==> config.mk <==
export PLATFORM = sky130hd
export DESIGN_NAME = four_digit_seven_segment_scanner_flat
export DESIGN_NICKNAME = d
export VERILOG_FILES = /design/src/hw/rtl/fdss_pkg.sv /design/src/hw/rtl/fdss_in_if.sv /design/src/hw/rtl/fdss_out_if.sv /design/src/hw/rtl/four_digit_seven_segment_scanner.sv /design/src/flat_wrapper.sv
export SDC_FILE = /design/constraint.sdc
export NUM_CORES = 1
export LEC_CHECK = 0
export BUFFER_PORTS_ARGS = -buffer_cell sky130_fd_sc_hd__buf_2
export CORE_AREA = 2 2 178 180
export CTS_BUF_LIST = sky130_fd_sc_hd__clkbuf_16
export DETAILED_ROUTE_END_ITERATION = 12
export DIE_AREA = 0 0 180 182
export GPL_ROUTABILITY_DRIVEN = 0
export SYNTH_ARGS = -nofsm -noshare
export SYNTH_HDL_FRONTEND = slang
export SYNTH_SLANG_ARGS = --single-unit
==> constraint.sdc <==
create_clock -name clk_i -period 12.2 [get_ports clk_i]
set_input_delay 0.61 -clock clk_i [delete_from_list [all_inputs] [get_ports clk_i]]
set_output_delay 0.61 -clock clk_i [all_outputs]
set_load 0.05 [all_outputs]
==> src/hw/rtl/fdss_pkg.sv <==
// shared types, constants and segment table for the seven-segment scanner
`timescale 1ns / 1ps

package fdss_pkg;

  typedef enum logic [0:0] {
    OP_LOAD = 1'b0,
    OP_TICK = 1'b1
  } op_e;

  localparam int unsigned ValueW    = 16;
  localparam int unsigned ShownW    = 14;   // 0..9999
  localparam int unsigned PosW      = 3;
  localparam int unsigned SegW      = 8;
  localparam int unsigned DigitW    = 4;
  localparam int unsigned ProdW     = 30;

  localparam logic signed [ValueW-1:0] MaxShown = 16'sd9999;

  // reciprocal constants, exact for values up to 9999
  localparam logic [ProdW-1:0] RecipTen      = 30'd52429;  // >> 19
  localparam logic [ProdW-1:0] RecipHundred  = 30'd5243;   // >> 19
  localparam logic [ProdW-1:0] RecipThousand = 30'd8389;   // >> 23

  localparam logic [3:0] BlankIdx = 4'd10;

  typedef struct packed {
    logic [ShownW-1:0] value;
    logic [1:0]        pos;
  } s1_t;

  typedef struct packed {
    logic [ShownW-1:0] value;
    logic [9:0]        q_ten;
    logic [6:0]        q_hundred;
    logic [3:0]        q_thousand;
    logic [1:0]        pos;
  } s2_t;

  function automatic logic [SegW-1:0] seg_pattern(input logic [3:0] idx);
    logic [SegW-1:0] pat;
    unique case (idx)
      4'd0:    pat = 8'h81;
      4'd1:    pat = 8'hE7;
      4'd2:    pat = 8'hA8;
      4'd3:    pat = 8'hA4;
      4'd4:    pat = 8'hC6;
      4'd5:    pat = 8'h94;
      4'd6:    pat = 8'h90;
      4'd7:    pat = 8'hA7;
      4'd8:    pat = 8'h80;
      4'd9:    pat = 8'h84;
      default: pat = 8'hFF;
    endcase
    return pat;
  endfunction

endpackage

==> src/hw/rtl/fdss_in_if.sv <==
// request channel: load or scan-tick items
`timescale 1ns / 1ps

interface fdss_in_if;
  logic                                    valid;
  logic                                    ready;
  fdss_pkg::op_e                           operation;
  logic signed [fdss_pkg::ValueW-1:0]      value;

  modport source (output valid, output operation, output value, input ready);
  modport sink   (input valid, input operation, input value, output ready);
endinterface

==> src/hw/rtl/fdss_out_if.sv <==
// result channel: segment lines and digit enables
`timescale 1ns / 1ps

interface fdss_out_if;
  logic                            valid;
  logic                            ready;
  logic [fdss_pkg::SegW-1:0]       segments;
  logic [fdss_pkg::DigitW-1:0]     digit_select;

  modport source (output valid, output segments, output digit_select, input ready);
  modport sink   (input valid, input segments, input digit_select, output ready);
endinterface

==> src/hw/rtl/four_digit_seven_segment_scanner.sv <==
// four-digit multiplexed seven-segment scanner, top level
//
//   port    dir  request                     fields
//   req_i   in   load value or scan tick     operation, value
//   res_o   out  one digit of the display    segments, digit_select
//
// one request is taken every cycle while req_i.ready is high; a tick that
// shows a digit goes through the request, quotient and output regs to res_o
// held value and scan position update at the accepting edge, so the next
// request sees them at once; only ticks that show a digit enter the pipe
// reset clears held value, position and all pipe valids
// a stall on res_o backs up through the pipe; req_i.ready drops only once
// all three stages are full
`timescale 1ns / 1ps

module four_digit_seven_segment_scanner (
  input  logic clk_i,
  input  logic rst_ni,
  fdss_in_if.sink    req_i,
  fdss_out_if.source res_o
);
  import fdss_pkg::*;

  // architectural state
  logic signed [ValueW-1:0] held_q, held_d;
  logic [PosW-1:0]          pos_q, pos_d;

  // pipe registers
  logic       s1_valid_q, s2_valid_q, out_valid_q;
  s1_t        s1_q, s1_d;
  s2_t        s2_q, s2_d;
  logic [SegW-1:0]   seg_q, seg_d;
  logic [DigitW-1:0] sel_q, sel_d;

  logic out_en, s2_en, s1_en;
  logic accept, shows_digit;

  // stall chain: a stage moves when the next one is empty or moving
  assign out_en = !out_valid_q || res_o.ready;
  assign s2_en  = !s2_valid_q  || out_en;
  assign s1_en  = !s1_valid_q  || s2_en;

  assign req_i.ready = s1_en;
  assign accept      = req_i.valid && s1_en;

  // a tick shows a digit only with an in-range value at positions 1..4
  assign shows_digit = (req_i.operation == OP_TICK) &&
                       (held_q >= 16'sd0) && (held_q <= MaxShown) &&
                       (pos_q >= 3'd1) && (pos_q <= 3'd4);

  always_comb begin
    held_d = held_q;
    pos_d  = pos_q;
    if (req_i.operation == OP_LOAD) begin
      held_d = req_i.value;
    end else begin
      // clamp into the shown range for later ticks
      if (held_q < 16'sd0) begin
        held_d = '0;
      end else if (held_q > MaxShown) begin
        held_d = MaxShown;
      end
      // cycle 1..4; anything else restarts at 1
      if ((pos_q >= 3'd1) && (pos_q <= 3'd3)) begin
        pos_d = pos_q + 3'd1;
      end else begin
        pos_d = 3'd1;
      end
    end
  end

  // stage 1 capture: value bits and zero-based position
  always_comb begin
    s1_d.value = held_q[ShownW-1:0];
    s1_d.pos   = 2'(pos_q - 3'd1);
  end

  // stage 2: decimal quotients by reciprocal multiply, in parallel
  logic [ProdW-1:0] prod_ten, prod_hundred, prod_thousand;

  always_comb begin
    prod_ten      = ProdW'(s1_q.value) * RecipTen;
    prod_hundred  = ProdW'(s1_q.value) * RecipHundred;
    prod_thousand = ProdW'(s1_q.value) * RecipThousand;
    s2_d.value      = s1_q.value;
    s2_d.q_ten      = prod_ten[28:19];
    s2_d.q_hundred  = prod_hundred[25:19];
    s2_d.q_thousand = prod_thousand[26:23];
    s2_d.pos        = s1_q.pos;
  end

  // output stage: digit = q_p - 10 * q_(p+1), blank when q_p is zero
  logic [ShownW-1:0] q_hi, q_lo, digit_wide;
  logic [3:0]        seg_idx;

  always_comb begin
    unique case (s2_q.pos)
      2'd0: begin
        q_hi = s2_q.value;
        q_lo = ShownW'(s2_q.q_ten);
      end
      2'd1: begin
        q_hi = ShownW'(s2_q.q_ten);
        q_lo = ShownW'(s2_q.q_hundred);
      end
      2'd2: begin
        q_hi = ShownW'(s2_q.q_hundred);
        q_lo = ShownW'(s2_q.q_thousand);
      end
      default: begin
        q_hi = ShownW'(s2_q.q_thousand);
        q_lo = '0;
      end
    endcase
    digit_wide = q_hi - ((q_lo << 3) + (q_lo << 1));
    seg_idx    = (q_hi == '0) ? BlankIdx : digit_wide[3:0];
    seg_d      = ~seg_pattern(seg_idx);
    sel_d      = 4'hF ^ (4'h1 << s2_q.pos);
  end

  // control registers
  always_ff @(posedge clk_i or negedge rst_ni) begin
    if (!rst_ni) begin
      held_q      <= '0;
      pos_q       <= '0;
      s1_valid_q  <= 1'b0;
      s2_valid_q  <= 1'b0;
      out_valid_q <= 1'b0;
    end else begin
      if (accept) begin
        held_q <= held_d;
        pos_q  <= pos_d;
      end
      if (s1_en) begin
        s1_valid_q <= accept && shows_digit;
      end
      if (s2_en) begin
        s2_valid_q <= s1_valid_q;
      end
      if (out_en) begin
        out_valid_q <= s2_valid_q;
      end
    end
  end

  // payload registers
  always_ff @(posedge clk_i) begin
    if (s1_en) begin
      s1_q <= s1_d;
    end
    if (s2_en) begin
      s2_q <= s2_d;
    end
    if (out_en) begin
      seg_q <= seg_d;
      sel_q <= sel_d;
    end
  end

  assign res_o.valid        = out_valid_q;
  assign res_o.segments     = seg_q;
  assign res_o.digit_select = sel_q;

endmodule

==> src/flat_wrapper.sv <==
// flat-port wrapper written by rule: the top's interface ports become plain ports
module four_digit_seven_segment_scanner_flat import fdss_pkg::*;
  (clk_i, rst_ni, req_i_valid, req_i_operation, req_i_value, req_i_ready, res_o_valid, res_o_segments, res_o_digit_select, res_o_ready);
  fdss_in_if req_i_i ();
  fdss_out_if res_o_i ();
  input  logic clk_i;
  input  logic rst_ni;
  input wire logic [$bits(req_i_i.valid)-1:0] req_i_valid;
  input wire logic [$bits(req_i_i.operation)-1:0] req_i_operation;
  input wire logic [$bits(req_i_i.value)-1:0] req_i_value;
  output wire logic [$bits(req_i_i.ready)-1:0] req_i_ready;
  output wire logic [$bits(res_o_i.valid)-1:0] res_o_valid;
  output wire logic [$bits(res_o_i.segments)-1:0] res_o_segments;
  output wire logic [$bits(res_o_i.digit_select)-1:0] res_o_digit_select;
  input wire logic [$bits(res_o_i.ready)-1:0] res_o_ready;
  assign req_i_i.valid = req_i_valid;
  assign req_i_i.operation = req_i_operation;
  assign req_i_i.value = req_i_value;
  assign req_i_ready = req_i_i.ready;
  assign res_o_valid = res_o_i.valid;
  assign res_o_segments = res_o_i.segments;
  assign res_o_digit_select = res_o_i.digit_select;
  assign res_o_i.ready = res_o_ready;
  four_digit_seven_segment_scanner u_core (.clk_i(clk_i), .rst_ni(rst_ni), .req_i(req_i_i), .res_o(res_o_i));
endmodule
# Word-level counts from Yosys, hierarchy flattened

Memory sizes are Yosys's and may differ from the RTL's.
Cells that the tools add are included.

Register bits after elaboration: 87
Memory bits (read-only): 112
Input bits: 21
Output and inout bits: 14
Logic and storage cells: 59
Memories: 1

Add/subtract/negate cells: 4
Multipliers: 3
Magnitude comparators: 7
Equality and inequality tests: 3
Shifts and indexed selects: 1
Muxes and demuxes: 7
Bitwise operators: 2
Reduce and logical (&&, ||, !) cells: 17

Memories:

| memory          | depth | bits a word | rd ports | clocked after memory_dff | write ports | RTL line       | RTL |
|---|---|---|---|---|---|---|---|
| (no name shown) | 16    | 7           | 1        | 0                        | 0           | fdss_pkg.sv:42 | `unique case (idx)` |

Operators by type and width:

| operator                 | number |
|---|---|
| $mux W16                 | 3 |
| $pmux W14 S3             | 1 |
| $mul A14 B16 Y29 const B | 1 |
| $mul A14 B14 Y27 const B | 1 |
| $mul A14 B13 Y26 const B | 1 |
| $ge A16 B1 Y1 const B    | 1 |
| $gt A16 B15 Y1 const B   | 1 |
| $le A16 B15 Y1 const B   | 1 |
| $lt A16 B1 Y1 const B    | 1 |
| $logic_not A14 Y1        | 1 |
| $pmux W3 S3              | 1 |
| $not A8 Y8               | 1 |
| $logic_and A1 B1 Y1      | 7 |
| $add A4 B4 Y4            | 1 |
| $mux W4                  | 1 |
| $not A4 Y4               | 1 |
| $reduce_and A2 Y1        | 2 |
| $shl A1 B2 Y4 const A    | 1 |
| $sub A4 B4 Y4            | 1 |
| $add A3 B1 Y3 const B    | 1 |
| $ge A3 B1 Y1 const B     | 1 |
| $le A3 B2 Y1 const B     | 1 |
| $le A3 B3 Y1 const B     | 1 |
| $logic_not A1 Y1         | 3 |
| 7 further kinds          | 9 |

# Longest topological paths before layout

An unclocked memory read counts as a cell.

Depth after elaboration: 7
Gate-level depth with buffers: 21

# Worst setup path after synthesis

No wires, ideal clock.

Path type: reg-to-reg
Start point: reg u_core.s1_q[14] in the netlist's numbering
End point: reg u_core.s2_q[17] in the netlist's numbering, data pin
Setup time: 0.259 ns
Arrival: 5.336 ns
Required time: 11.941 ns
Slack: 6.605 ns
Cell stages (with the launch flop): 22
Buffers on the path: 0
Clock period less this slack: 5.595 ns
Cells stage by stage: edfxtp_1 inv_1 ha_1 inv_1 ha_1 xnor2_1 inv_1 fa_1 inv_1 fa_1 inv_1 fa_1 inv_1 fa_1 inv_1 ha_1 o2111ai_1 a21oi_1 nand4_1 a21boi_0 o21ai_0 xnor2_1

Word-level cells in the longest chain between the ends: 1

RTL lines:

| what                          | RTL line                                | RTL |
|---|---|---|
| from (decl)                   | four_digit_seven_segment_scanner.sv:30  | `s1_t s1_q, s1_d;` |
| from (signal assigned)        | four_digit_seven_segment_scanner.sv:149 | `s1_q <= s1_d;` |
| $mul A14 B16 Y29              | four_digit_seven_segment_scanner.sv:82  | `prod_ten = ProdW'(s1_q.value) * RecipTen;` |
| named net u_core.prod_ten[23] | four_digit_seven_segment_scanner.sv:79  | `logic [ProdW-1:0] prod_ten, prod_hundred, prod_thousand;` |
| to (signal assigned)          | four_digit_seven_segment_scanner.sv:152 | `s2_q <= s2_d;` |
| to (decl)                     | four_digit_seven_segment_scanner.sv:31  | `s2_t s2_q, s2_d;` |

The timed path passes the listed nets, and every way through them passes these cells.
A chain may end at the register's enable or synchronous reset.

# Final worst setup path

Ends and elaborated chain as after synthesis.

==> results.tsv <==
metric	value	unit
total CTS buffers	9	
initial core utilization	0.3912	
Syn-to-layout area delta	8.104	%
CTS-repair resized insts	0	
# Post-CTS Setup Buffers	0	
CP Capture Type	flip-flop	
Max Clock Skew	0.01048	ns
Setup CP Type	reg -> reg	
worst path cell trace	inv_1 > ha_1 > inv_1 > ha_1 > xnor2_1 > inv_1 > fa_1 > inv_1 > fa_1 > inv_1 > fa_1 > inv_1 > fa_1 > inv_1 > ha_1 > o2111ai_1 > a21oi_1 > nand4_1 > a21boi_0 > o21ai_0 > xnor2_1	
number of port buffers	33	
clock-pin slew on the worst setup and hold paths	0.07	ns
Top FF cell, synth	edfxtp_1	
critical path peak fanout	14	
CP Data Required Time	12.29	ns
slowest CP cell	edfxtp_1	
most frequent cell on the critical path	inv_1	
WP buf/inv	7	
WL final	26580	um
share of layout cells above drive strength 1	0.06189	
flop-to-flop setup slack	5.89	ns
1st-iter DRT viols	382	
Unique masters post-synth	65	
Max-slew headroom	0.3564	
Synth Warn #	0	
EDFF count, synth	64	
top cells by count, synth	inv_1 (315), ha_1 (274), fa_1 (137)	
synthesized area	12120	um2
die width	180	um
CP Launch Type	flip-flop	
first-pass GRT wire length	44040	um
Seq cells post-synth	86	
status	finished clean	
sequential cell area fraction in the yosys report	0.2040	
Via Count	7999	
critical path's largest stage delay	0.76	ns
Async S/R FF share, synth	0.2558	
Hold Crit Class	in -> async	
Fmax achieved	158.5	MHz
H-tree depth	3	
Final Util	0.4229	
clock tree buffer depth	2	
Arr. time, crit path	6.40	ns
n_diodes	0	
initial antenna violation count	0	
Post-Syn Nets	1615	
synth top area cells	ha_1 (28%), fa_1 (23%), edfxtp_1 (16%)	
critical path endpoint	u_core.s2_q[17]$_DFFE_PP_	
unrepaired setup endpoints after global routing	false	
DR vias/cell	4.907	
clock sinks	86	
CTS root buf	clkbuf_16	
DPL Wire Length	22610	um
capture point of the worst reg-to-reg path	u_core.s2_q[17]$_DFFE_PP_	
Global Route Usage Sum	0.1706	
I/O pins	35	
post-synth top area cell	ha_1	
Rows	65	
post-route ant nets	0	
CTS tree	built	
DIE AREA	32760	um2
Mapped Avg Cell Area	10.25	um2
final setup violation count	0	
vias in the first global route	8348	
fin crit share	0.5172	
Largest delay share family, worst path	adder cells	
Critical Path Stages	21	
Worst Max-Slew Pin Slew	0.9411	ns
hold_buf cts	0	
grt ovf	0	
Final Slew Violations	0	
layout net count	1655	
Critical Path Start	u_core.s1_q[14]$_DFFE_PN_	
DIE HEIGHT	182	um
worst skew pair latency	0.35	ns
most frequent cell after synthesis	inv_1	
TNS Setup	0	ns
Core Region	30990	um2
Yosys top cell area share	0.2829	
worst reg2reg startpoint	u_core.s1_q[14]$_DFFE_PN_	
Tmin final	6.310	ns
largest net degree at the start of global routing	28	
final hold vios	0	
WL/cell	16.31	um
Post-route DRC	0	
maxcap violations	0	
Worst Reg2Reg Path Length in Cells	21	
Synth Instances	1183	
DRT Pass-1 Iters	6	
[through the flow]
| stage | area (um2) | std cells | worst slack, ns | hold slack, ns |
|---|---|---|---|---|
| 5_1_grt | 13100 | 1630 | 5.462 | 0.2635 |
| 4_1_cts | 13100 | 1630 | 5.861 | 0.2398 |
| 3_3_place_gp | 12770 | 1614 | 5.951 | 0.4303 |
| 6_report | 13100 | 1630 | 5.890 | 0.2324 |
| 2_1_floorplan | 12120 | 1183 | 6.605 | 0.3144 |
| 3_5_place_dp | 12770 | 1614 | 5.918 | 0.4318 |
[sequential cells by signal (all words and copies together) (netlist names)]
register                   count
u_core.held_q                 16
u_core.pos_q                   3
u_core.res_o.digit_select      4
u_core.res_o.segments          7
u_core.res_o.valid             1
u_core.s1_q                   16
u_core.s1_valid_q              1
u_core.s2_q                   37
u_core.s2_valid_q              1
[area by class of cell]
type / instances / area [um2]
inverter: 316 / 1186
fill: 2976 / 17880
sequential: 86 / 2472
clock buffer: 9 / 225.2
multi-input combinational: 771 / 8403
timing repair buffer: 39 / 210.2
tap: 402 / 503.0
clock inverter: 7 / 102.6
[worst min-delay path by stage]
| stage | startpoint | endpoint | slack (ns) | cells after the start |
|---|---|---|---|---|
| 2_1_floorplan | rst_ni | u_core.held_q[0]$_DFFE_PN0P_ | 0.31 | 0 |
| 3_3_place_gp | u_core.held_q[1]$_DFFE_PN0P_ | u_core.s1_q[3]$_DFFE_PN_ | 0.43 | 0 |
| 3_5_place_dp | u_core.held_q[1]$_DFFE_PN0P_ | u_core.s1_q[3]$_DFFE_PN_ | 0.43 | 0 |
| 4_1_cts | rst_ni | u_core.s1_valid_q$_DFFE_PN0N_ | 0.24 | 1 |
| 5_1_grt | rst_ni | u_core.s1_valid_q$_DFFE_PN0N_ | 0.26 | 1 |
| 6_report | rst_ni | u_core.res_o.valid$_DFFE_PN0P_ | 0.23 | 1 |
[logic make-up after synthesis]
group	after synthesis	synth area share
AOI/OAI and AO/OA	151	0.08063
xor gates and xnor gates	29	0.02281
adders and majority gates	411	0.5091
buffers and inverters	326	0.1027
DFF	86	0.2040
muxes	13	0.01208
other	1	0.0003094
and+or+nand+nor	166	0.06834
[metal layers]
layer  routed length, um  global-route usage  vias to the layer above
li1                    -                   -                     3964
met1               12870              0.2404                     3870
met2               12530              0.2848                      144
met3                 738             0.01905                       21
met4                 439             0.03415                        0
met5                   0                   0                        -
[worst register-to-register path, stage by stage, from the launching register on]
cell and delay (ns):
edfxtp_1 0.76, inv_1 0.22, ha_1 0.33, inv_1 0.06
ha_1 0.36, xnor2_1 0.28, inv_1 0.14, fa_1 0.52
inv_1 0.06, fa_1 0.53, inv_1 0.06, fa_1 0.51
inv_1 0.06, fa_1 0.50, inv_1 0.04, ha_1 0.30
o2111ai_1 0.11, a21oi_1 0.25, nand4_1 0.16, a21boi_0 0.45
o21ai_0 0.20, xnor2_1 0.15
[layout by cell type (no fill, tap or decap), types with 14 or more instances in the layout]
cell / count
a21oi_1: 55
buf_2: 33
dfrtp_1: 22
edfxtp_1: 64
fa_1: 137
ha_1: 274
inv_1: 315
nand2_1: 43
nor2_1: 41
nor2b_1: 14
o21ai_0: 26
xnor2_1: 18
Power is left out: the tool's default activity adds up to more than one toggle a clock period on the data nets, which glitch-free logic cannot reach.
